### src/rtl/ctcp_pkg.sv
// Package for the circle/triangle closest-point block: widths, payload
// structs, region codes and small arithmetic helpers. No dependencies.
`timescale 1ns / 1ps
`default_nettype none

package ctcp_pkg;

    localparam int CW          = 16;           // coordinate width
    localparam int RATIO_BITS  = 16;           // fraction bits of a weight
    localparam int QUEUE_DEPTH = 4;
    localparam int DIFF_W      = CW + 1;       // coordinate difference
    localparam int PROD_W      = 2 * CW + 2;   // product of two differences
    localparam int WIDE_W      = 2 * CW + 5;   // dot/cross sums and their differences

    typedef enum logic [2:0] {
        REGION_VTX_A   = 3'd0,
        REGION_VTX_B   = 3'd1,
        REGION_EDGE_AB = 3'd2,
        REGION_VTX_C   = 3'd3,
        REGION_EDGE_AC = 3'd4,
        REGION_EDGE_BC = 3'd5,
        REGION_FACE    = 3'd6
    } region_t;

    typedef struct packed {
        logic signed [CW-1:0] center_x;
        logic signed [CW-1:0] center_y;
        logic        [CW-2:0] circle_radius;
        logic signed [CW-1:0] vertex_a_x;
        logic signed [CW-1:0] vertex_a_y;
        logic signed [CW-1:0] vertex_b_x;
        logic signed [CW-1:0] vertex_b_y;
        logic signed [CW-1:0] vertex_c_x;
        logic signed [CW-1:0] vertex_c_y;
    } query_t;

    typedef struct packed {
        logic signed [CW-1:0] closest_x;
        logic signed [CW-1:0] closest_y;
        logic        [2:0]    region_code;
        logic                 touches;
    } result_t;

    // Classified transaction: q = base + scale(r_vec, r) + scale(s_vec, s)
    typedef struct packed {
        region_t                  region;
        logic signed [CW-1:0]     base_x;
        logic signed [CW-1:0]     base_y;
        logic signed [DIFF_W-1:0] rvec_x;
        logic signed [DIFF_W-1:0] rvec_y;
        logic signed [DIFF_W-1:0] svec_x;
        logic signed [DIFF_W-1:0] svec_y;
        logic signed [WIDE_W-1:0] r_num;
        logic signed [WIDE_W-1:0] r_den;
        logic signed [WIDE_W-1:0] s_num;
        logic signed [WIDE_W-1:0] s_den;
        logic signed [CW-1:0]     p_x;
        logic signed [CW-1:0]     p_y;
        logic        [CW-2:0]     rad;
    } job_t;

    function automatic logic signed [DIFF_W-1:0] diff(
        input logic signed [CW-1:0] a,
        input logic signed [CW-1:0] b
    );
        return DIFF_W'(a) - DIFF_W'(b);
    endfunction

    function automatic logic signed [PROD_W-1:0] mul(
        input logic signed [DIFF_W-1:0] a,
        input logic signed [DIFF_W-1:0] b
    );
        return PROD_W'(a) * PROD_W'(b);
    endfunction

endpackage

`default_nettype wire

### src/rtl/ctcp_queue.sv
// Short queue of classified transactions between front and back end.
// Uses ctcp_pkg::job_t.
`timescale 1ns / 1ps
`default_nettype none

module ctcp_queue #(
    parameter int DEPTH = ctcp_pkg::QUEUE_DEPTH
) (
    input  wire logic           clk,
    input  wire logic           rst_n,
    input  wire logic           push_valid,
    output logic                push_ready,
    input  wire ctcp_pkg::job_t push_data,
    output logic                pop_valid,
    input  wire logic           pop_ready,
    output ctcp_pkg::job_t      pop_data
);

    localparam int AW = (DEPTH > 1) ? $clog2(DEPTH) : 1;
    localparam int CNW = $clog2(DEPTH + 1);

    ctcp_pkg::job_t  slot_reg [DEPTH];
    logic [AW-1:0]   wr_ptr_reg, rd_ptr_reg;
    logic [CNW-1:0]  count_reg;
    logic            push, pop;

    assign push_ready = (count_reg != CNW'(DEPTH));
    assign pop_valid  = (count_reg != '0);
    assign push       = push_valid && push_ready;
    assign pop        = pop_valid && pop_ready;
    assign pop_data   = slot_reg[rd_ptr_reg];

    function automatic logic [AW-1:0] bump(input logic [AW-1:0] p);
        return (p == AW'(DEPTH - 1)) ? '0 : p + 1'b1;
    endfunction

    always_ff @(posedge clk or negedge rst_n)
    begin
        if (!rst_n)
        begin
            wr_ptr_reg <= '0;
            rd_ptr_reg <= '0;
            count_reg  <= '0;
        end
        else
        begin
            if (push)
                wr_ptr_reg <= bump(wr_ptr_reg);
            if (pop)
                rd_ptr_reg <= bump(rd_ptr_reg);
            if (push && !pop)
                count_reg <= count_reg + 1'b1;
            else if (pop && !push)
                count_reg <= count_reg - 1'b1;
        end
    end

    always_ff @(posedge clk)
    begin
        if (push)
            slot_reg[wr_ptr_reg] <= push_data;
    end

    a_count_bound: assert property (@(posedge clk) disable iff (!rst_n)
        count_reg <= CNW'(DEPTH))
        else $error("queue count above depth");

    a_count_push: assert property (@(posedge clk) disable iff (!rst_n)
        (push && !pop) |=> count_reg == $past(count_reg) + 1'b1)
        else $error("queue count did not advance on push");

endmodule

`default_nettype wire

### config.mk
export PLATFORM = sky130hd
export DESIGN_NAME = ctcp_queue
export DESIGN_NICKNAME = d
export VERILOG_FILES = /design/src/rtl/ctcp_pkg.sv /design/src/rtl/ctcp_queue.sv
export SDC_FILE = /design/constraint.sdc
export NUM_CORES = 1
export LEC_CHECK = 0
export CORE_MARGIN = 5
export CORE_UTILIZATION = 35
export CTS_CLUSTER_DIAMETER = 30
export DETAILED_ROUTE_END_ITERATION = 8
export DONT_BUFFER_PORTS = 1
export PLACE_DENSITY = 0.57
export RECOVER_POWER = 50
export SYNTH_ARGS = -nofsm -noshare
export SYNTH_HDL_FRONTEND = slang
export SYNTH_SLANG_ARGS = --single-unit
### constraint.sdc
create_clock -name clk -period 8.24 [get_ports clk]
set_clock_uncertainty 0.2 [all_clocks]
set_input_delay 0 -clock clk [delete_from_list [all_inputs] [get_ports clk]]
set_output_delay 0 -clock clk [all_outputs]
set_load 0.1 [all_outputs]
Word level (Yosys, flattened, before mapping)

Memories as Yosys holds them, arrays and structs flattened.
Cells that the tools add are included.

Flip-flop bits (word level): 7
RAM bits: 1192
Input port bits: 302
Memories: 1

Memories:

| memory   | words | width | rd ports | clocked after memory_dff | wr ports | RTL line         | text |
|---|---|---|---|---|---|---|---|
| slot_reg | 4     | 298   | 1        | 0                        | 1        | ctcp_queue.sv:22 | `ctcp_pkg::job_t slot_reg [DEPTH];` |

Add/sub/neg operators: 4
Eq/ne operators: 3
Multiplexer cells: 6
Reduce and logical (&&, ||, !) cells: 8

Operators with widths:

| cell                                              | count |
|---|---|
| 2-to-1 mux 3 bit                                  | 2 |
| adder 2 x 1 -> 2 bit (second input constant)      | 2 |
| equality test 2 bit (second input constant)       | 2 |
| logical AND 1 bit                                 | 4 |
| 2-to-1 mux 2 bit                                  | 2 |
| adder 3 x 1 -> 3 bit (second input constant)      | 1 |
| != test 3 bit (second input constant)             | 1 |
| nonzero test 3 bit                                | 1 |
| subtractor 3 x 1 -> 3 bit (second input constant) | 1 |
| zero test 1 bit                                   | 2 |
| 2-to-1 mux 1 bit                                  | 2 |
| nonzero test 2 bit                                | 1 |

Depth between registers and ports, before layout

Word-level depth: 6
Mapped depth: 8

Worst setup path after synthesis

Ideal clock, no wire load.

Kind: register to register
Start point: register count_reg[2]
End point: memory slot_reg[0][0] (netlist name) (enable)
Library setup time: 531 ps
Arrival: 4460 ps
Path slack: 3049 ps
Stages on the path, launching flop included: 3
Cells stage by stage: dfrtp_1 or3b_4 and3_2

Longest elaborated chain between the ends: 4

RTL lines:

| item                                   | RTL line         | text |
|---|---|---|
| start, declared                        | ctcp_queue.sv:24 | `logic [CNW-1:0] count_reg;` |
| start signal, assigned                 | ctcp_queue.sv:52 | `count_reg <= count_reg + 1'b1;` |
| start signal, assigned                 | ctcp_queue.sv:54 | `count_reg <= count_reg - 1'b1;` |
| != test 3 bit                          | ctcp_queue.sv:27 | `assign push_ready = (count_reg != CNW'(DEPTH));` |
| via push_ready                         | ctcp_queue.sv:12 | `output logic push_ready,` |
| logical AND 1 bit                      | ctcp_queue.sv:29 | `assign push = push_valid && push_ready;` |
| 2-to-1 mux 1 bit                       | ctcp_queue.sv:60 | `if (push)` |
| 2-to-1 mux 1 bit (not written as such) | ctcp_queue.sv:61 | `slot_reg[wr_ptr_reg] <= push_data;` |
| end, declared                          | ctcp_queue.sv:22 |  |

The timed path passes the listed nets, and every way through them passes these cells.

Worst setup path in the final report

Start point: register count_reg[2]
End point: memory slot_reg[1][128] (netlist name) (enable)

Same word-level chain as after synthesis.

==> metrics.txt <==
Critical Path Slowest Stage Cell and3_1; clock latency on the worst-skew pair 0.77 ns; status complete, but fails checks; first-pass GRT wire length 148000 um; most frequent cell after synthesis edfxtp_1; initial antenna violation count 4; Post-synth EDFFs 1192; Clock Path Buffers 3; footprint of the multi-input gates 6960 um^2; Reg2Reg Depth 3; top cells by area, synth edfxtp_1, mux4_2, buf_6; post-synth top area share 82.3%; FP Rows 129; post-route ant nets 0; vias per inst 4.87; CTS buffer count 217; Crit path required time 8.43 ns; Total Routing Usage GR 15.1%; via count 20411; fill cell count 9818; H-tree levels 4; Max-slew headroom -40.3%; PortBufs 0; failing checks max-capacitance violations, max-slew violations; RSZ-0062 raised after global routing no; Clock Tree Root clkbuf_16; Syn Std Cell Area 43500 um^2; Die ar. 131000 um^2; Max FO, Critical Path 137; Post-Synthesis Cells 1593; CTS clk-pin slew, worst paths 0.05 ns; die height 362 um; drt initial violations 1541; routability cong. 0.774; WL/cell 23.9 um; Synth cell types 21; layout cells sized above 1 27.4%; FF/Latch Area 36000 um^2; asr flop ratio synth 0.584%; Non-Filler Instances 4188; Initial Util 35.2%; Max Slew Vio Count 139; placed insts 3179; Slew @ Worst Pin 2.10 ns; CTS tree done; Mapped Avg Cell Area 27.3 um^2; Top FF cell, synth edfxtp_1; CP startpoint kind flip-flop; sequential area share after synthesis 82.7%; Sink Count 1199; critical path class flip-flop to flip-flop; Hold EP slot_reg[2][282]; grt ovf 0; worst hold path type input port to flip-flop; Crit. Startpoint count_reg[2]; Final Setup Violations 0; number of global-route vias before repair 22836; crit-path max cell delay 1.72 ns; Ys Warns 0; Post-synth top cells edfxtp_1, mux4_2, buf_6; Post-Route WL 100000 um; DR pass1 iterations 6; max FFs per register 1192; nets@finish 2672; Critical path buffers and inverters 1; fin crit share 56.5%; R2R Setup Slk 3.58 ns; crit path capture type flip-flop; post-synth top area cell edfxtp_1; post-DP HPWL 54400 um; Core Region 124000 um^2; Synthesized Nets 1902; Top Family by Delay on Critical Path simple AND/OR/NAND/NOR gates; largest net degree at the start of global routing 150; Critical R2R Capture slot_reg[1][128]; total of max-cap violations 4; reg2reg start count_reg[2]; # resized after CTS 0; CP Data Arrival Time 4.84 ns; I/O pin cnt 602; number of synthesized register bits 1199; Period minus WS final 4.66 ns; area grow syn2layout 35.5%; Die X 362 um; Final Hold Vio Count 0; Hold Crit Depth 2; hold path startpoint push_data[282]; cell breakdown of the critical path or3b_1 > and3_1 > buf_12; DR DRC count 0; Fmax 215 MHz; setup TNS 0 ns
[worst max-delay path by stage]
stage,to,slack (ns),depth (start not counted)
after floorplan,slot_reg[0][0],3.05,2
after global placement,pop_data[5],4.77,3
after detailed placement,pop_data[5],4.75,3
after CTS,pop_data[5],3.87,3
after global routing,slot_reg[1][128],3.45,3
final,slot_reg[1][128],3.58,3
[logic make-up (layout without fill, tap and decap cells)]
logic type,Yosys count,in the layout,synth area share (%)
xor+xnor,3,3,0.0604
flops,1199,1199,82.7
simple gates,11,11,0.167
buf+inv,70,1026,1.25
mux,303,303,15.6
other cells,0,2,0
fa+ha+maj,7,7,0.219
[area by class of cell]
| class | instances | share of cell area, % |
|---|---|---|
| sequential | 1199 | 61.1 |
| multi-input combinational | 324 | 11.8 |
| timing repair buffer | 618 | 10.7 |
| clock buffer | 231 | 9.38 |
| clock inverter | 174 | 3.54 |
| tap | 1637 | 3.48 |
| inverter | 3 | 0.0191 |
| antenna | 2 | 0.00850 |
[cells in the final DEF (no fill, tap or decap), types with 2 or more instances in the layout]
| master | n |
|---|---|
| xor2_1 | 2 |
| inv_1 | 3 |
| dlygate4sd3_1 | 602 |
| clkinv_2 | 30 |
| mux4_2 | 298 |
| dfrtp_4 | 2 |
| buf_12 | 12 |
| bufinv_16 | 26 |
| inv_6 | 31 |
| clkbuf_1 | 12 |
| clkinv_1 | 15 |
| clkinv_16 | 9 |
| edfxtp_1 | 1192 |
| clkinv_4 | 27 |
| and3_1 | 4 |
| mux2_2 | 3 |
| diode_2 | 2 |
| dfrtp_1 | 5 |
| clkbuf_16 | 219 |
| nor2_1 | 3 |
| mux2_4 | 2 |
| ha_1 | 6 |
| inv_8 | 7 |
| clkinvlp_4 | 27 |
| buf_4 | 4 |
[per-stage QoR]
step	setup WS [ns]	utilization [%]	hold WS [ns]	cell area [um^2]
global route	3.45	47.6	0.204	58900
finish	3.58	47.6	0.239	58900
CTS	3.87	47.7	0.136	58900
detailed placement	4.75	36.6	-0.495	45300
floorplan	3.05	-	-0.496	43500
global placement	4.77	36.6	-0.495	45300
[routing by layer]
layer | routed length (um) | part of all wire, % | GRT usage, %
met5 | 13 | 0.013 | 0
met4 | 2960 | 3.0 | 5.82
met3 | 9710 | 9.7 | 6.12
met2 | 50700 | 51 | 25.2
met1 | 36800 | 37 | 17.5
[what timing repair did]
action / in CTS / in global routing
hold buffers: 602 / 0
setup buffers: 0 / 0
hold endpoints to repair: 1418 / 0
Power is not shown: default switching activity piles up to over one toggle a cycle in this logic, so the estimate is an artifact.
